===== config.mk =====
export PLATFORM = sky130hd
export DESIGN_NAME = ggxps_log2
export DESIGN_NICKNAME = d
export VERILOG_FILES = /design/src/hw/rtl/ggxps_pkg.sv /design/src/hw/rtl/ggxps_log2.sv
export SDC_FILE = /design/constraint.sdc
export NUM_CORES = 2
export LEC_CHECK = 0
export BUFFER_PORTS_ARGS = -buffer_cell sky130_fd_sc_hd__buf_4
export CORE_MARGIN = 2
export CORE_UTILIZATION = 34
export DETAILED_ROUTE_END_ITERATION = 8
export GPL_ROUTABILITY_DRIVEN = 0
export MAX_ROUTING_LAYER = met4
export PLACE_DENSITY = 0.58
export SETUP_SLACK_MARGIN = 0.02
export SLEW_MARGIN = 20
export SYNTH_ARGS = -nofsm -noshare
export SYNTH_HDL_FRONTEND = slang
export SYNTH_SLANG_ARGS = --single-unit

===== constraint.sdc =====
create_clock -name i_clk -period 9.6 [get_ports i_clk]
set_input_delay 2.4 -clock i_clk [delete_from_list [all_inputs] [get_ports i_clk]]
set_output_delay 2.4 -clock i_clk [all_outputs]
set_load 0.005 [all_outputs]

===== src/hw/rtl/ggxps_pkg.sv =====
// Shared types and constants for the GGX prefilter sample generator.
// Used by the divide/square-root unit, the CORDIC unit and the top level.
package ggxps_pkg;

    typedef enum logic {
        DS_DIV,
        DS_SQRT
    } t_ds_op;

    typedef struct packed {
        logic       start;
        t_ds_op     op;
        logic [5:0] steps;
    } t_ds_req;

    localparam logic [30:0]        ONE_Q30         = 31'h4000_0000;
    localparam logic [30:0]        HALF_Q30        = 31'h2000_0000;
    localparam logic signed [32:0] CORDIC_GAIN_Q30 = 33'sd652032874;
    localparam logic [21:0]        LOG2_SIX_Q16    = 22'd169408;
    localparam logic [22:0]        TEN_Q16         = 23'd655360;
    localparam logic [31:0]        FOUR_PI_E4_Q32  = 32'd5397215;
    localparam logic [23:0]        INV_SAT         = 24'hFF_FFFF;
    localparam int                 MAX_RESULTS     = 16;

    // arctangent of 2^-i in 1/65536 turn units
    function automatic logic [13:0] turn_atan(input logic [3:0] idx);
        logic [13:0] v;
        case (idx)
            4'd0:    v = 14'd8192;
            4'd1:    v = 14'd4836;
            4'd2:    v = 14'd2555;
            4'd3:    v = 14'd1297;
            4'd4:    v = 14'd651;
            4'd5:    v = 14'd326;
            4'd6:    v = 14'd163;
            4'd7:    v = 14'd81;
            4'd8:    v = 14'd41;
            4'd9:    v = 14'd20;
            4'd10:   v = 14'd10;
            4'd11:   v = 14'd5;
            4'd12:   v = 14'd3;
            4'd13:   v = 14'd1;
            4'd14:   v = 14'd1;
            default: v = 14'd0;
        endcase
        return v;
    endfunction

endpackage


===== src/hw/rtl/ggxps_log2.sv =====
// Iterative base-2 logarithm in Q16: leading-one search then 16 squaring steps.
// Depends on ggxps_pkg.
module ggxps_log2 (
    input  logic        i_clk,
    input  logic        i_rst_n,
    input  logic        i_start,
    input  logic [63:0] i_x,
    output logic        o_busy,
    output logic [21:0] o_result
);
    import ggxps_pkg::*;

    typedef enum logic [1:0] {
        L_IDLE,
        L_NORM,
        L_SQ
    } t_lstate;

    t_lstate     r_state;
    logic [63:0] r_x;
    logic [5:0]  r_msb;
    logic [31:0] r_m;
    logic [15:0] r_frac;
    logic [3:0]  r_cnt;

    logic [63:0] sq;
    logic [32:0] sq_s;

    always_comb begin
        sq   = {32'b0, r_m} * {32'b0, r_m};
        sq_s = sq[63:31];
    end

    always_ff @(posedge i_clk) begin
        if (!i_rst_n) begin
            r_state <= L_IDLE;
            r_msb   <= '0;
            r_frac  <= '0;
        end else begin
            case (r_state)
                L_IDLE: begin
                    if (i_start) begin
                        r_msb  <= 6'd63;
                        r_frac <= '0;
                        r_x    <= i_x;
                        if (i_x == 64'd0) begin
                            r_msb <= 6'd0;
                        end else begin
                            r_state <= L_NORM;
                        end
                    end
                end
                L_NORM: begin
                    if (r_x[63:56] == 8'd0) begin
                        r_x   <= {r_x[55:0], 8'd0};
                        r_msb <= r_msb - 6'd8;
                    end else if (!r_x[63]) begin
                        r_x   <= {r_x[62:0], 1'b0};
                        r_msb <= r_msb - 6'd1;
                    end else begin
                        r_m     <= r_x[63:32];
                        r_cnt   <= 4'd15;
                        r_state <= L_SQ;
                    end
                end
                L_SQ: begin
                    // square the mantissa; an overflow past 2.0 yields the next fraction bit
                    r_m    <= sq_s[32] ? sq_s[32:1] : sq_s[31:0];
                    r_frac <= {r_frac[14:0], sq_s[32]};
                    r_cnt  <= r_cnt - 4'd1;
                    if (r_cnt == 4'd0) begin
                        r_state <= L_IDLE;
                    end
                end
                default: r_state <= L_IDLE;
            endcase
        end
    end

    assign o_busy   = (r_state != L_IDLE);
    assign o_result = {r_msb, r_frac};

endmodule


==> qor.txt <==
worst setup path startpoint - r_m[4]
post_cts resized - 0
CP Data Arrival Time - 9.14 ns
Final Slew Violations - 0
Final ANT Viol Nets - 0
Port Buf Inserts - 89
Worst Hold Depth - 2
Tmin final - 8.97 ns
leading cell type in the layout, fill and taps excluded - inv_1
# nets final - 4998
CTS max path bufs - 2
largest family of logic cells by synthesized area - adder cells
r2r worst-path depth - 26
crit end category - flop
commonest non-fill, non-tap cells in the layout - inv_1, fa_1, nand2_1, ha_1, and2_1
Post-Synth XOR/XNOR Area - 1.94%
Mapped Cells - 3818
first-pass GRT wire length - 155 mm
vias per cell - 4.82
vias in the first global route - 27624
initial antenna violation count - 1
Area Overhead vs Synth - 8.28%
synth unique cells - 75
GRT Resource Usage Total - 19.0%
end of the worst register-to-register path - r_m[25]
dpl hpwl - 78.6 mm
clock slew seen by the registers of the worst setup and hold paths - 0.06 ns
drt first pass iters - 7
chip height - 328 µm
clk sinks - 124
Final Setup Violations - 0
top_reg_cell synth - edfxtp_1
core box area - 104000 µm²
Vias - 25213
Die Area - 107000 µm²
compound-cell area share of the yosys netlist - 6.97%
CP Class - flop to flop
hold path start - r_msb[3]
worst skew pair latency - 0.42 ns
H-tree Lvls - 4
CTS Root Cell - clkbuf_16
final number of hold-violating endpoints - 0
worst hold slack - 0.514 ns
yosys warns - 0
drt total wl - 94.8 mm
WL/cell - 18.1 µm
Tcrit/Tclk final - 93.5%
Ports - 90
Yosys reg bits - 124
CP startpoint kind - flop
Cell Area, Placed - 38000 µm²
CTS buffer count - 17
Net Count, Synth - 4978
ys async rst share - 0%
status - finished, final reports clean
Crit Path Max Fanout - 20
post-CTS setup buffers - 0
final instance area - 38600 µm²
share of cells above drive strength 1 - 5.95%
Synth Area in Simple Gates - 13.3%
Placed Cells - 5198
mux contribution to synthesized area - 0.639%
RSZ-0062 raised after global routing - false
Reg area - 3480 µm²
hold_buf cts - 0
WP data required - 9.77 ns
fill count - 10621
DR iter-0 viols - 1643
fin cells - 5233
Slew HR - 22.9%
FF-to-FF Start - r_m[4]
Die Width - 328 µm
largest net degree at the start of global routing - 121
Avg Cell Area, Syn - 9.33 µm²
Residual DRC - 0
r2r setup slk - 0.63 ns
Max Cap Viol - 0
Hold/Removal Path Class - flop to flop
Overflow after GRT - 0
Worst-Margin Slew - 1.16 ns
Synth Area in Adders - 55.1%
Post-synth EDFFs - 100
row count - 118
Peak Freq - 111 MHz
sequential fraction of the synthesis area - 9.78%
hold path endpoint - r_msb[3]
initial core utilization - 34.4%
Cell Area, Synth - 35600 µm²
CTS tree - yes
sum of negative setup slack - 0 ns
Fin Clk Skew - 0.0105 ns
area of the multi-input gates - 27800 µm²
[cells in the mapped netlist, types with 9 or more instances]
library cell	count	area (µm²)
o21ai_0	99	495
and2_1	234	1460
inv_1	994	3730
xor2_1	32	280
and3_1	13	81.3
nand2b_1	9	56.3
nand3_1	20	100
a31o_2	11	96.3
a21oi_1	139	696
nor3_1	16	80.1
a221oi_1	10	87.6
edfxtp_1	100	3000
nand4_1	20	125
clkbuf_1	150	563
a21o_1	20	150
mux2i_1	19	190
nor2b_1	28	175
nor2_1	85	319
o21bai_1	15	113
ha_1	302	3780
dfxtp_1	24	480
o21ai_1	18	90.1
a31oi_1	13	81.3
nand2_1	407	1530
a22oi_1	22	165
fa_1	791	15800
nor3b_1	54	405
nor4_1	24	150
xnor2_1	47	412
[flip-flops by register name (all words and copies together), names as in the netlist]
| name | count |
|---|---|
| r_cnt | 4 |
| r_msb | 6 |
| r_x | 64 |
| r_frac | 16 |
| r_state | 2 |
| r_m | 32 |
[critical path, stage by stage (launching register included)]
cell and delay (ns):
edfxtp_1 1.10, nand2_1 0.27, xor2_1 0.24, ha_1 0.20, a31o_2 0.22, fa_1 0.53
inv_1 0.05, fa_1 0.48, fa_1 0.60, inv_1 0.07, fa_1 0.50, inv_1 0.05
fa_1 0.54, inv_1 0.05, fa_1 0.50, fa_1 0.43, ha_1 0.41, nand4_1 0.23
nor2_1 0.18, nand4_1 0.14, a211oi_2 0.26, o311ai_1 0.24, a311oi_1 0.56, o221ai_1 0.31
or2_0 0.29, a21oi_1 0.17, nor3_1 0.08
[stage by stage]
step / util, % / worst slack, ns
3_5_place_dp: 36.6 / 0.893
6_report: 37.2 / 0.629
5_1_grt: 37.2 / 0.262
4_1_cts: 37.2 / 0.812
2_1_floorplan: - / 2.02
3_3_place_gp: 36.6 / 0.928
[routing by layer]
layer | global-route usage (%) | vias up | wire length, µm
met5 | - | - | 0
met4 | 3.92 | 0 | 2050
met3 | 2.10 | 98 | 4410
met2 | 32.2 | 582 | 47700
met1 | 24.7 | 12905 | 40700
li1 | - | 11628 | -
[worst max path at each step]
stage / end / slack [ns] / cells past startpoint
floorplan: r_m[25] / 2.02 / 27
global placement: r_m[25] / 0.93 / 26
detailed placement: r_m[25] / 0.89 / 26
CTS: r_m[25] / 0.81 / 26
global route: r_m[25] / 0.26 / 26
finish: r_m[25] / 0.63 / 26
[final cells by class]
cell class	instances	area share, %
clock buffer	20	1.13
tap	1380	4.48
multi-input combinational	2541	72.1
timing repair buffer	159	3.24
clock inverter	12	0.321
sequential	124	9.03
antenna	2	0.0130
inverter	995	9.68
[cells by family after synthesis]
kind of cell | Yosys count
XOR/XNOR | 79
AO/OA/AOI/OAI | 404
buffers and inverters | 1153
adder cells (fa/ha/maj) | 1093
multiplexers | 22
AND/OR/NAND/NOR | 943
flip-flops | 124
Power is left out: the tool's default activity adds up to more than one toggle a clock period on the data nets, which glitch-free logic cannot reach.
