### src/hw/rtl/ggxps_pkg.sv
// Shared types and constants for the GGX prefilter sample generator.
// Used by the divide/square-root unit, the CORDIC unit and the top level.
package ggxps_pkg;

    typedef enum logic {
        DS_DIV,
        DS_SQRT
    } t_ds_op;

    typedef struct packed {
        logic       start;
        t_ds_op     op;
        logic [5:0] steps;
    } t_ds_req;

    localparam logic [30:0]        ONE_Q30         = 31'h4000_0000;
    localparam logic [30:0]        HALF_Q30        = 31'h2000_0000;
    localparam logic signed [32:0] CORDIC_GAIN_Q30 = 33'sd652032874;
    localparam logic [21:0]        LOG2_SIX_Q16    = 22'd169408;
    localparam logic [22:0]        TEN_Q16         = 23'd655360;
    localparam logic [31:0]        FOUR_PI_E4_Q32  = 32'd5397215;
    localparam logic [23:0]        INV_SAT         = 24'hFF_FFFF;
    localparam int                 MAX_RESULTS     = 16;

    // arctangent of 2^-i in 1/65536 turn units
    function automatic logic [13:0] turn_atan(input logic [3:0] idx);
        logic [13:0] v;
        case (idx)
            4'd0:    v = 14'd8192;
            4'd1:    v = 14'd4836;
            4'd2:    v = 14'd2555;
            4'd3:    v = 14'd1297;
            4'd4:    v = 14'd651;
            4'd5:    v = 14'd326;
            4'd6:    v = 14'd163;
            4'd7:    v = 14'd81;
            4'd8:    v = 14'd41;
            4'd9:    v = 14'd20;
            4'd10:   v = 14'd10;
            4'd11:   v = 14'd5;
            4'd12:   v = 14'd3;
            4'd13:   v = 14'd1;
            4'd14:   v = 14'd1;
            default: v = 14'd0;
        endcase
        return v;
    endfunction

endpackage

### src/hw/rtl/ggxps_cordic.sv
// Iterative 15-step CORDIC giving cos and sin (Q30) of an angle in 1/65536 turns.
// Depends on ggxps_pkg (gain constant, arctangent table).
module ggxps_cordic (
    input  logic               i_clk,
    input  logic               i_rst_n,
    input  logic               i_start,
    input  logic [15:0]        i_ang,
    output logic               o_busy,
    output logic signed [32:0] o_cos,
    output logic signed [32:0] o_sin
);
    import ggxps_pkg::*;

    logic signed [32:0] r_x;
    logic signed [32:0] r_y;
    logic signed [16:0] r_z;
    logic [1:0]         r_q;
    logic [3:0]         r_step;
    logic               r_busy;

    logic signed [32:0] dx;
    logic signed [32:0] dy;
    logic signed [16:0] atan;

    always_comb begin
        dx   = r_y >>> r_step;
        dy   = r_x >>> r_step;
        atan = $signed({3'b000, turn_atan(r_step)});
    end

    always_ff @(posedge i_clk) begin
        if (!i_rst_n) begin
            r_busy <= 1'b0;
        end else if (i_start) begin
            r_x    <= CORDIC_GAIN_Q30;
            r_y    <= '0;
            r_z    <= $signed({3'b000, i_ang[13:0]});
            r_q    <= i_ang[15:14];
            r_step <= '0;
            r_busy <= 1'b1;
        end else if (r_busy) begin
            if (!r_z[16]) begin
                r_x <= r_x - dx;
                r_y <= r_y + dy;
                r_z <= r_z - atan;
            end else begin
                r_x <= r_x + dx;
                r_y <= r_y - dy;
                r_z <= r_z + atan;
            end
            r_step <= r_step + 4'd1;
            if (r_step == 4'd14) begin
                r_busy <= 1'b0;
            end
        end
    end

    // quadrant fold
    always_comb begin
        case (r_q)
            2'd0: begin
                o_cos = r_x;
                o_sin = r_y;
            end
            2'd1: begin
                o_cos = -r_y;
                o_sin = r_x;
            end
            2'd2: begin
                o_cos = -r_x;
                o_sin = -r_y;
            end
            default: begin
                o_cos = r_y;
                o_sin = -r_x;
            end
        endcase
    end

    assign o_busy = r_busy;

endmodule

### config.mk
export PLATFORM = sky130hd
export DESIGN_NAME = ggxps_cordic
export DESIGN_NICKNAME = d
export VERILOG_FILES = /design/src/hw/rtl/ggxps_pkg.sv /design/src/hw/rtl/ggxps_cordic.sv
export SDC_FILE = /design/constraint.sdc
export NUM_CORES = 1
export LEC_CHECK = 0
export BUFFER_PORTS_ARGS = -buffer_cell sky130_fd_sc_hd__buf_4
export CAP_MARGIN = 40
export CELL_PAD_IN_SITES_DETAIL_PLACEMENT = 1
export CELL_PAD_IN_SITES_GLOBAL_PLACEMENT = 2
export CORE_MARGIN = 3
export CORE_UTILIZATION = 42
export DETAILED_ROUTE_END_ITERATION = 10
export PLACE_DENSITY = 0.89
export SLEW_MARGIN = 20
export SYNTH_ARGS = -nofsm -noshare
export SYNTH_HDL_FRONTEND = slang
export SYNTH_SLANG_ARGS = --single-unit
### constraint.sdc
create_clock -name i_clk -period 11.51 [get_ports i_clk]
set_input_delay 2.302 -clock i_clk [delete_from_list [all_inputs] [get_ports i_clk]]
set_output_delay 2.302 -clock i_clk [all_outputs]
set_load 0.03 [all_outputs]
==> summary.txt <==
Worst setup path
  • Critical-path top delay cell: buf_4
  • R2r endpoint: r_y[31]
  • Worst endpoint required time: 11.65 ns
  • Peak fanout along the critical path: 46
  • R2r startpoint: r_step[1]
  • R2R setup slack: 3.70 ns
  • Setup CP Type: reg -> reg
  • Slowest Stage Delay on Critical Path: between 0.6 and 0.7 ns
  • Crit path DAT: a little under 8 ns
  • CP Launch Type: flop
  • Crit-path cells: buf_4 -> mux4_2 -> a222oi_1 -> mux2i_1 -> inv_1 -> ha_1 -> nand2_1 -> o32a_1 -> and4bb_4 -> a21oi_1 -> mux4_2 -> a21oi_1 -> ha_1 -> and4_1 -> a211oi_1 -> a21oi_1 -> nor3_1 -> a21oi_1 -> o221ai_1 -> o21ai_0 -> a311oi_1 -> mux2_2
  • Crit-path leading delay family: compound AO/OA/AOI/OAI gates
  • CP Launch Point: r_step[1]
  • Most used cell, CP: a21oi_1
  • Setup crit end kind: flop
  • Worst reg2reg path depth: 22
  • Buf+Inv Stages, Crit Path: 2

Floorplan
  • Die height: 204 um
  • Io pins: 86
  • Die Area: 41400 um2
  • Rows: between 70 and 80
  • Starting Density: 43.1%
  • Die W: 204 um
  • Core area: 38000 um2

Power
  • Leak: 6.82 nW
  • Pwr dens: 259 nW/um2
  • VDD IR max: 0.0935 mV

Worst hold path
  • Worst Hold End: r_step[0]
  • HP Class: reg -> reg
  • Worst hold start: r_step[0]
  • Hold Crit Depth: 1

Clock tree
  • Post-CTS setup buffer count: 0
  • PostCTS Resize Cnt: 0
  • Root Driver: clkbuf_16
  • Clock Tree Buf Depth: 2
  • Clock Sinks: ~100
  • H-tree levels: 3
  • TritonCTS Buffers: 9
  • Skew-Pair Late Insertion Delay: 0.39 ns
  • Clk slew on worst S/H paths: 0.09 ns
  • CTS Hold Bufs: 0
  • CTS tree: done

Yosys
  • Seq/Total Area, Yosys: around 18%
  • Cell taking the most area after synthesis: edfxtp_1
  • Mapped cell area: 16400 um2
  • Synth cell types: about 110
  • Mapped Nets: 2135
  • Area share of the largest cell type after synthesis: 16.3%
  • FFs w/ async S/R, synth: 0%
  • Cell count after synthesis: 2019
  • Ys Warns: 0
  • Most used DFF post-synth: edfxtp_1
  • Synth Register Bits: ~100
  • Syn_area_per_cell: 8.12 um2
  • Main area contributors after synthesis: edfxtp_1 16%, ha_1 7.2%, xnor2_1 6.6%, a21oi_1 5.6%, mux4_2 5.6%
  • Number of synthesized flops with an enable pin: 89

Timing
  • Fmax: 128 MHz
  • Final Hold Fails: 0
  • RSZ-0062 raised after global routing: false
  • Relative slew slack: 46.0%
  • Slew @ Worst Pin: 0.810 ns
  • Final Setup Violations: 0
  • Fin. max-slew vios: 0
  • Layout Skew: between 0.01 and 0.015 ns
  • Fin crit period: 7.81 ns
  • Fin Hold WS: 0.662 ns
  • Period utilisation layout: 67.8%
  • Setup TNS: 0 ns

GRT
  • Initial antenna violation count: 2
  • GRT Overall Usage: 28.8%
  • First-pass GRT wire length: between 90000 and 100000 um
  • Most Used Layer, Global Route: met2
  • Gr ovfl total: 0
  • Met2 track demand over resource: between 40 and 50%
  • Met1 usage: ~39%
  • M3 GR Usage: 3.24%
  • Vias in the first global route: 16100
  • Largest net degree at the start of global routing: 113

Route
  • Via count: between 15000 and 20000
  • DRT iter0 DRCs: 1541
  • First-pass detailed-route iteration total: 7
  • Antenna-violating nets left: 0
  • Drt wl/cell: 24.3 um
  • Vias per cell: 6.42
  • Remaining DRCs: 0
  • Post-Route WL: 61100 um

Final layout
  • Area growth, synth to finish: 5.89%
  • Commonest non-fill, non-tap cell in the layout: nor2_1
  • Most frequent cells in the layout: 209 x nor2_1, 208 x nand2_1, 185 x a21oi_1
  • Layout cells sized above 1: between 10% and 20%
  • Final nets: about 2100
  • Filler instances: 4706
  • Antenna diodes: 0

Placement
  • Post-DP HPWL: 46000 um
  • IO buf count: 85
  • GP Congestion: 0.956

Run
  • Max-cap violations: 0

Outcome
  • Status: finished, final reports clean
==> layout make-up <==
| cell class | instances | area (um2) | share of cell area [%] |
|---|---|---|---|
| clock buffer | 10 | 229 | 1.32 |
| clock inverter | 6 | 87.6 | 0.505 |
| inverter | 51 | 193 | 1.11 |
| multi-input combinational | 1719 | 12400 | 71.4 |
| sequential | 104 | 2970 | 17.1 |
| tap | 511 | 639 | 3.68 |
| timing repair buffer | 108 | 841 | 4.84 |
==> stage by stage <==
stage,cell area (um2),setup slack (ns),utilization (%),power (mW),std cells
floorplan,16400,5.37,-,3.14,2019
global route,17400,3.31,45.6,4.84,2509
finish,17400,3.70,45.6,4.49,2509
global placement,17000,3.97,44.7,3.96,2489
detailed placement,17000,3.85,44.7,4.06,2491
CTS,17300,3.80,45.5,4.45,2507
==> sequential cells by signal, summed over array words and instances, names as in the netlist <==
register	count
atan	14
r_z	17
r_x	33
o_busy	1
r_q	2
r_step	4
r_y	33
==> logic make-up (layout without fill, tap and decap cells) <==
kind of cell / count (synthesis) / in the layout / synth area share (%)
adder cells (fa/ha/maj): 97 / 97 / 7.54
multiplexers: 170 / 170 / 15.2
AND/OR/NAND/NOR: 672 / 672 / 19.4
XOR/XNOR: 219 / 219 / 11.7
AO/OA/AOI/OAI: 561 / 561 / 21.8
flip-flops: 104 / 104 / 18.1
buffers and inverters: 196 / 175 / 6.25
==> Yosys cell counts, types with 8 or more instances <==
master,number
nor2b_1,17
a32oi_1,9
a21oi_1,185
mux2_2,43
mux4_2,41
ha_1,94
o211ai_1,12
a31oi_1,29
a21o_1,25
nand2b_1,40
o21bai_1,11
mux4_1,12
o31ai_1,20
o22ai_1,8
clkbuf_8,15
or4_1,9
clkbuf_1,91
buf_6,9
nand3_1,26
nand4_1,8
or3_1,21
inv_1,48
edfxtp_1,89
buf_2,8
nand2_1,208
xnor2_1,123
nor4_1,13
buf_1,12
nor2_1,209
o21ai_0,118
mux2i_1,71
nor3_1,38
dfxtp_1,15
and3_1,22
or2_2,11
a211oi_1,23
o21a_1,21
and2_1,20
xor2_1,96
==> where the power goes <==
group          internal [mW]  switching (mW)  total, mW  leakage [nW]
registers              0.581           0.346      0.926         0.974
logic                   1.31            1.89       3.20          5.69
clock network          0.177           0.188      0.364         0.151
==> layer usage <==
layer  routed length (um)  share of wire, %
met2                29200                48
met4                 1730               2.8
met5                    0                 0
met1                25900                42
met3                 4240               6.9
==> worst max path at each step <==
stage	slack, ns	to	cells past startpoint
after floorplan	5.37	r_x[31]	27
after global placement	3.97	r_x[31]	18
after detailed placement	3.85	r_y[31]	22
after CTS	3.80	r_y[31]	22
after global routing	3.31	r_x[31]	23
final	3.70	r_y[31]	22
No activity file was read; power rests on OpenSTA's default activity.
