### config.mk
export PLATFORM = sky130hd
export DESIGN_NAME = ggxps_divsqrt
export DESIGN_NICKNAME = d
export VERILOG_FILES = /design/src/hw/rtl/ggxps_pkg.sv /design/src/hw/rtl/ggxps_divsqrt.sv
export SDC_FILE = /design/constraint.sdc
export NUM_CORES = 1
export LEC_CHECK = 0
export BUFFER_PORTS_ARGS = -buffer_cell sky130_fd_sc_hd__buf_4
export CAP_MARGIN = 20
export CORE_AREA = 3 3 116 162
export CTS_CLUSTER_DIAMETER = 150
export DETAILED_ROUTE_END_ITERATION = 6
export DIE_AREA = 0 0 119 165
export GPL_TIMING_DRIVEN = 0
export PLACE_DENSITY = 0.82
export RECOVER_POWER = 100
export REMOVE_ABC_BUFFERS = 1
export SYNTH_ARGS = -nofsm -noshare
export SYNTH_HDL_FRONTEND = slang
export SYNTH_SLANG_ARGS = --single-unit
export TNS_END_PERCENT = 20
### constraint.sdc
create_clock -name i_clk -period 5.2 [get_ports i_clk]
set_input_delay 0.52 -clock i_clk [delete_from_list [all_inputs] [get_ports i_clk]]
set_output_delay 0.52 -clock i_clk [all_outputs]
set_load 0.1 [all_outputs]
### src/hw/rtl/ggxps_pkg.sv
// Shared types and constants for the GGX prefilter sample generator.
// Used by the divide/square-root unit, the CORDIC unit and the top level.
package ggxps_pkg;

    typedef enum logic {
        DS_DIV,
        DS_SQRT
    } t_ds_op;

    typedef struct packed {
        logic       start;
        t_ds_op     op;
        logic [5:0] steps;
    } t_ds_req;

    localparam logic [30:0]        ONE_Q30         = 31'h4000_0000;
    localparam logic [30:0]        HALF_Q30        = 31'h2000_0000;
    localparam logic signed [32:0] CORDIC_GAIN_Q30 = 33'sd652032874;
    localparam logic [21:0]        LOG2_SIX_Q16    = 22'd169408;
    localparam logic [22:0]        TEN_Q16         = 23'd655360;
    localparam logic [31:0]        FOUR_PI_E4_Q32  = 32'd5397215;
    localparam logic [23:0]        INV_SAT         = 24'hFF_FFFF;
    localparam int                 MAX_RESULTS     = 16;

    // arctangent of 2^-i in 1/65536 turn units
    function automatic logic [13:0] turn_atan(input logic [3:0] idx);
        logic [13:0] v;
        case (idx)
            4'd0:    v = 14'd8192;
            4'd1:    v = 14'd4836;
            4'd2:    v = 14'd2555;
            4'd3:    v = 14'd1297;
            4'd4:    v = 14'd651;
            4'd5:    v = 14'd326;
            4'd6:    v = 14'd163;
            4'd7:    v = 14'd81;
            4'd8:    v = 14'd41;
            4'd9:    v = 14'd20;
            4'd10:   v = 14'd10;
            4'd11:   v = 14'd5;
            4'd12:   v = 14'd3;
            4'd13:   v = 14'd1;
            4'd14:   v = 14'd1;
            default: v = 14'd0;
        endcase
        return v;
    endfunction

endpackage

### src/hw/rtl/ggxps_divsqrt.sv
// Shared iterative unit: restoring division or integer square root, one bit per cycle.
// Depends on ggxps_pkg (request struct, op codes).
module ggxps_divsqrt (
    input  logic               i_clk,
    input  logic               i_rst_n,
    input  ggxps_pkg::t_ds_req i_req,
    input  logic [31:0]        i_rem0,
    input  logic [63:0]        i_num,
    input  logic [31:0]        i_den,
    output logic               o_busy,
    output logic [31:0]        o_q
);
    import ggxps_pkg::*;

    logic [33:0] r_rem;
    logic [63:0] r_num;
    logic [31:0] r_q;
    logic [31:0] r_den;
    t_ds_op      r_op;
    logic [5:0]  r_left;
    logic        r_busy;

    logic [33:0] shifted;
    logic [33:0] trial;
    logic        ge;

    always_comb begin
        if (r_op == DS_SQRT) begin
            shifted = {r_rem[31:0], r_num[63:62]};
            trial   = {r_q, 2'b01};
        end else begin
            shifted = {r_rem[32:0], r_num[63]};
            trial   = {2'b00, r_den};
        end
        ge = (shifted >= trial);
    end

    always_ff @(posedge i_clk) begin
        if (!i_rst_n) begin
            r_busy <= 1'b0;
        end else if (i_req.start) begin
            r_rem  <= {2'b00, i_rem0};
            r_num  <= i_num;
            r_den  <= i_den;
            r_q    <= '0;
            r_op   <= i_req.op;
            r_left <= i_req.steps;
            r_busy <= (i_req.steps != 6'd0);
        end else if (r_busy) begin
            r_rem  <= ge ? (shifted - trial) : shifted;
            r_q    <= {r_q[30:0], ge};
            r_num  <= (r_op == DS_SQRT) ? {r_num[61:0], 2'b00} : {r_num[62:0], 1'b0};
            r_left <= r_left - 6'd1;
            if (r_left == 6'd1) begin
                r_busy <= 1'b0;
            end
        end
    end

    assign o_busy = r_busy;
    assign o_q    = r_q;

endmodule

==> results.sh, run 1 <==
export IMPL_status="complete, but fails checks"
export IMPL_violations="capacitance limit, slew limit"
export IMPL_fmax_mhz=209
export IMPL_grt_pass1_vias=7320
export IMPL_gp_congestion=0.899
export IMPL_die_area_um2=19600
export IMPL_htree_levels=4
export IMPL_cp_max_fo=29
export IMPL_vias_per_cell=5.64
export IMPL_p_int_w=0.00284
export IMPL_synth_edf_count=168
export IMPL_grt_total_usage=0.221
export IMPL_power_frac_comb=0.288
export IMPL_clock_skew_ns=0.00757
export IMPL_ys_ff_latch=169
export IMPL_yosysWarnings=0
export IMPL_drive_gt1_frac=0.204
export IMPL_netlist_area_leader_share=0.510
export IMPL_reg2reg_depth=14
export IMPL_sequentialPowerShare=0.411
export IMPL_first_iter_violations=400
export IMPL_fill_cells=1361
export IMPL_syn_area_per_cell_um2=11.1
export IMPL_endpoint_kind="flip-flop"
export IMPL_ir_drop_mv=0.255
export IMPL_hold_class="primary input to flip-flop"
export IMPL_p_sw_frac=0.313
export IMPL_grt_max_degree=152
export IMPL_io_pins=171
export IMPL_routed_wl_um=21600
export IMPL_period_minus_slack_ns=4.79
export IMPL_required_ns=5.35
export IMPL_yosys_top_cells_area="edfxtp_1, mux2i_1, ha_1, nand2_1, o21ai_0"
export IMPL_antennaDiodeCount=0
export IMPL_synth_common_cells="edfxtp_1, nand2_1, mux2i_1"
export IMPL_coreArea_um2=17500
export IMPL_dp_hpwl_um=15700
export IMPL_final_area_um2=12000
export IMPL_tightest_slew_ns=2.45
export IMPL_drv_slew=107
export IMPL_die_h_um=165
export IMPL_p_sw_w=0.00130
export IMPL_syn_to_final_growth_pct=20.9
export IMPL_holdPathStages=1
export IMPL_synth_flop_cell="edfxtp_1"
export IMPL_slew_headroom=-0.636
export IMPL_start_util=0.566
export IMPL_cts_sinks=169
export IMPL_placed_area_um2=11500
export IMPL_drc=0
export IMPL_p_leak_nw=4.80
export IMPL_cp_arrival_ns=4.94
export IMPL_fin_nets=1215
export IMPL_cts_buffers=17
export IMPL_hold_violations=0
export IMPL_path_clk_slew_ns=0.07
export IMPL_antenna_left=0
export IMPL_synthArstFlopShare=0
export IMPL_power_share_clock=0.302
export IMPL_grt_pass1_wl_um=34800
export IMPL_max_cap_violations=3
export IMPL_dr_total_vias=7267
export IMPL_root_buffer="clkbuf_16"
export IMPL_io_buffers=170
export IMPL_layoutNonFillerInstCount=1289
export IMPL_synth_distinct_cells=59
export IMPL_cts_tree="built"
export IMPL_finalCritPeriodShare=0.921
export IMPL_timing_hold_ws_ns=0.286
export IMPL_critPathLaunchType="flip-flop"
export IMPL_overflow=0
export IMPL_netlist_area_um2=9880
export IMPL_ys_seq_area_frac=0.512
export IMPL_dr_pass1_iters=4
export IMPL_clkLatencyLatePin_ns=0.43
export IMPL_antenna_found_initial=0
export IMPL_clockBufferDepth=2
export IMPL_num_rows=57
export IMPL_power_density_nw_per_um2=346
export IMPL_wl_per_cell_um=16.7
export IMPL_path_class="flip-flop to flip-flop"
export IMPL_setup_violations=0
export IMPL_die_width_um=119
export IMPL_synthCells=888
export IMPL_yosysMostFrequentCell="edfxtp_1"
export IMPL_dp_cells=1257
export IMPL_synth_top_cell_by_area="edfxtp_1"
export IMPL_rsz0062_at_grt="no"
-- kinds of logic (layout without fill, tap and decap cells) --
| logic type | after synthesis | count (layout) | share of synthesized area |
|---|---|---|---|
| simple gates | 239 | 239 | 0.111 |
| compound gates | 207 | 207 | 0.124 |
| flops | 169 | 169 | 0.512 |
| mux | 144 | 144 | 0.150 |
| buf+inv | 58 | 223 | 0.0252 |
| fa+ha+maj | 37 | 37 | 0.0476 |
| xor+xnor | 34 | 34 | 0.0301 |
-- path summary, 6_finish.rpt --
check	start	end	slack, ns
worst min-delay path	i_den[9]	r_den[9]	0.29
worst max-delay path	r_op	r_rem[19]	0.41
worst max register to register	r_op	r_rem[19]	0.41
worst min register to register	r_num[0]	r_num[1]	0.58
-- cell usage in the layout (no fill, tap or decap), drive strengths merged, types with 8 or more instances in the layout --
cell type / netlist / routed
a21o: 10 / 10
a21oi: 59 / 59
a31oi: 8 / 8
buf: 15 / 113
clkbuf: 33 / 85
clkinv: 1 / 9
edfxtp: 168 / 168
ha: 36 / 36
inv: 9 / 12
mux2: 35 / 35
mux2i: 109 / 109
nand2: 119 / 119
nor2: 44 / 44
nor2b: 34 / 34
o21ai: 95 / 95
xnor2: 21 / 21
xor2: 13 / 13
-- registers in the layout (all words and copies together) (netlist names) --
register,cells
o_q,32
r_op,1
r_den,32
o_busy,1
r_left,6
r_num,64
r_rem,33
-- critical path, stage by stage (launching register included) --
cell	delay [ns]
edfxtp_1	0.61
buf_16	0.23
buf_16	0.19
buf_16	0.18
mux2_1	0.36
ha_1	0.41
and3_1	0.34
nand3_2	0.13
nand2b_1	0.16
a211oi_1	0.28
a2bb2oi_2	0.31
a31o_4	0.24
a21o_2	0.66
mux2i_1	0.30
a21oi_1	0.10
-- layout make-up --
type	count	area, um^2	share of cell area
Clock buffer	17	425	0.0356
Clock inverter	15	150	0.0126
Inverter	10	38.8	0.00325
Multi-Input combinational cell	661	4560	0.382
Sequential cell	169	5060	0.424
Tap cell	236	295	0.0247
Timing Repair Buffer	181	1420	0.118
-- routing by layer --
layer | global-route usage | up-vias | routed length (um)
met1 | 0.249 | 3462 | 8480
met5 | 0 | - | 0
li1 | - | 3598 | -
met4 | 0.0817 | 0 | 510
met2 | 0.401 | 170 | 11400
met3 | 0.0582 | 37 | 1180
-- power by group through the flow --
stage                     clock (W)  combinational (W)  sequential [W]
after floorplan                   0           0.000759         0.00185
after global placement            0            0.00115         0.00176
after detailed placement          0            0.00120         0.00173
after CTS                   0.00126            0.00121         0.00170
after global routing        0.00132            0.00132         0.00171
final                       0.00125            0.00119         0.00170
-- metrics by stage --
stage	TNS (ns)	worst slack, ns	util	total power (W)
final	0	0.413	0.684	0.00414
after detailed placement	0	0.206	0.661	0.00293
after CTS	0	0.179	0.694	0.00418
after global routing	0	0.103	0.684	0.00435
after floorplan	-55.31	-1.73	-	0.00261
after global placement	-373.63	-3.97	0.644	0.00292
-- what timing repair did --
item / in CTS / in global routing
buffers inserted: 0 / 0
hold buffers: 0 / 0
setup endpoints to repair: 0 / 5
resized for setup: 0 / 1
Power figures use the tool's default switching activity.
==> inputs of run 2 (changes only) <==
Settings changed: ABC_AREA set to 1, CORE_AREA 3 3 116 162 to 3 3 122 170, DIE_AREA 0 0 119 165 to 0 0 125 173.
==> run 2 against run 1 <==
  * The flow still finishes with violations (capacitance limit, slew limit)
  * Synthesized cell count grew 70%
  * Highest routed layer unchanged
  * Total power grew 11%
  * Sequential cell count is the same
  * Final cell count grew 48%
  * Die area grew 10%
  * Critical endpoint is now r_rem[30]
==> results.sh, run 2 <==
export IMPL_synth_simple_area_share=0.295
export IMPL_reg2reg_depth=21
export IMPL_finalCritPeriodShare=0.927
export IMPL_critPathLaunchType="flip-flop"
export IMPL_fin_nets=1819
export IMPL_synthArstFlopShare=0
export IMPL_clockBufferDepth=2
export IMPL_clkLatencyLatePin_ns=0.43
export IMPL_synth_common_cells="nand2_1, inv_1, edfxtp_1"
export IMPL_htree_levels=4
export IMPL_routed_wl_um=28700
export IMPL_r2r_setup_slack_ns=0.38
export IMPL_hold_start="i_den[25]"
export IMPL_grt_pass1_wl_um=47400
export IMPL_dr_pass1_iters=5
export IMPL_grt_total_usage=0.267
export IMPL_ys_ff_latch=169
export IMPL_hold_class="primary input to flip-flop"
export IMPL_largest_register_ffs=64
export IMPL_synth_top_cell_by_area="edfxtp_1"
export IMPL_synth_adder_area_share=0.0422
export IMPL_holdPathStages=1
export IMPL_max_cap_violations=2
export IMPL_synth_top_family_by_area="simple AND/OR/NAND/NOR gates"
export IMPL_first_iter_violations=562
export IMPL_worstReg2RegEnd="r_rem[30]"
export IMPL_die_h_um=173
export IMPL_dp_hpwl_um=21000
export IMPL_synthMuxAreaShare=0.000899
export IMPL_setup_violations=0
export IMPL_violations="capacitance limit, slew limit"
export IMPL_dr_total_vias=9890
export IMPL_path_clk_slew_ns=0.07
export IMPL_antenna_left=0
export IMPL_vias_per_cell=5.19
export IMPL_total_power_w=0.00459
export IMPL_p_leak_nw=6.26
export IMPL_cts_setup_buffers=0
export IMPL_netlist_area_um2=11100
export IMPL_drc=0
export IMPL_antenna_found_initial=0
export IMPL_hold_violations=0
export IMPL_path_class="flip-flop to flip-flop"
export IMPL_antennaDiodeCount=0
export IMPL_cts_sinks=169
export IMPL_drv_slew=140
export IMPL_endpoint_kind="flip-flop"
export IMPL_start_util=0.575
export IMPL_synth_distinct_cells=35
export IMPL_required_ns=5.39
export IMPL_fmax_mhz=208
export IMPL_syn_to_final_growth_pct=17.6
export IMPL_cp_max_fo=97
export IMPL_grt_max_degree=98
export IMPL_cts_tree="built"
export IMPL_die_area_um2=21600
export IMPL_gp_congestion=0.945
export IMPL_min_to="r_den[25]"
export IMPL_tightest_slew_ns=2.09
export IMPL_power_density_nw_per_um2=351
export IMPL_wl_per_cell_um=15.1
export IMPL_rsz0062_at_grt="no"
export IMPL_synthXorXnorAreaFrac=0.0126
export IMPL_status="complete, but fails checks"
export IMPL_yosysWarnings=0
export IMPL_synth_edf_count=168
export IMPL_netlist_area_leader_share=0.453
export IMPL_num_rows=60
export IMPL_overflow=0
export IMPL_layoutNonFillerInstCount=1904
export IMPL_drive_gt1_frac=0.135
export IMPL_setup_tns_ns=0
export IMPL_fin_ws_ns=0.382
export IMPL_grt_pass1_vias=9926
export IMPL_syn_area_per_cell_um2=7.39
export IMPL_root_buffer="clkbuf_16"
export IMPL_hold_buffers=0
export IMPL_top_register="r_num"
export IMPL_synth_flop_cell="edfxtp_1"
export IMPL_final_util=0.676
export IMPL_layout_common_cells="nand2_1, inv_1, edfxtp_1, a21oi_1, nor2_1"
export IMPL_synth_compound_area_frac=0.0966
export IMPL_period_minus_slack_ns=4.82
export IMPL_cts_buffers=17
export IMPL_yosysMostFrequentCell="nand2_1"
export IMPL_ir_drop_mv=0.244
export IMPL_coreArea_um2=19400
export IMPL_synthCells=1507
export IMPL_layout_commonest_cell="nand2_1"
export IMPL_cts_resized=0
export IMPL_reg2reg_from="r_op"
export IMPL_die_width_um=125
export IMPL_cp_arrival_ns=5.01
export IMPL_clock_skew_ns=0.0112
export IMPL_io_pins=171
export IMPL_io_buffers=170
export IMPL_slew_headroom=-0.393
export IMPL_ys_seq_area_frac=0.455
export IMPL_dp_cells=1873
export IMPL_reg_top3="r_num x64, r_rem x33"
export IMPL_yosys_top_cells_area="edfxtp_1, nand2_1, inv_1, a21oi_1, nor2_1"
export IMPL_dp_slack_ns=0.350
## run 2: changes by cell type after synthesis, sizes merged, moves of 35 or more
cell and change:
a21oi +86, nand2 +389, nand3 +80, inv +207, nor2 +106, mux2 -35
mux2i -108
## run 2: layout make-up
type	count	area, um^2
multi-input cells	1060	4990
flip-flops and latches	169	5060
clock buffers	17	425
well taps	248	310
inverters	217	821
repair buffers	179	1330
fillers	1749	6280
clock inverters	14	151
## run 2: per-layer routing
metal	wire length [um]	up-vias	GRT usage	share of wire
met5	0	-	0	0
met2	14700	281	0.471	0.51
met4	839	0	0.0936	0.029
met3	1850	54	0.0655	0.064
met1	11400	4466	0.317	0.40
li1	-	5089	-	-
## run 2: worst max-delay path, stage by stage, from the launching register on
cell and delay (ns):
edfxtp_1 0.82, buf_16 0.25, buf_16 0.18, inv_6 0.20
or2_2 0.37, o21ai_0 0.11, inv_1 0.07, ha_1 0.37
nand2_1 0.09, nand2_1 0.10, nand2_1 0.08, nand2_1 0.07
nand2_1 0.06, nand2_1 0.07, nand2_1 0.06, nand2_1 0.08
nor2_4 0.66, nand2_8 0.31, nand2_2 0.28, nand2_1 0.08
nand2_1 0.07, nand2_1 0.05
## run 2: where the power goes
| group | total, W | internal [W] | switching (W) |
|---|---|---|---|
| clock | 0.00128 | 0.000681 | 0.000603 |
| sequential | 0.00174 | 0.00168 | 0.0000619 |
| combinational | 0.00157 | 0.000514 | 0.00105 |
## run 2: logic make-up after synthesis
kind of cell / after synthesis
buf+inv: 278
flops: 169
simple gates: 792
compound gates: 214
fa+ha+maj: 37
xor+xnor: 16
mux: 1
## run 2: worst max-delay path by stage
| stage | startpoint | end | depth (start not counted) |
|---|---|---|---|
| 2_1_floorplan | r_op | r_rem[25] | 19 |
| 3_3_place_gp | r_op | r_rem[31] | 19 |
| 3_5_place_dp | r_op | r_rem[30] | 15 |
| 4_1_cts | r_op | r_rem[30] | 15 |
| 5_1_grt | r_op | r_rem[30] | 21 |
| 6_report | r_op | r_rem[30] | 21 |
## run 2: metrics by stage
stage               instance area [um^2]  hold WS (ns)
floorplan                          10900         0.537
global placement                   12400         0.556
detailed placement                 12700         0.570
CTS                                13300         0.251
global route                       13100         0.264
finish                             13100         0.283
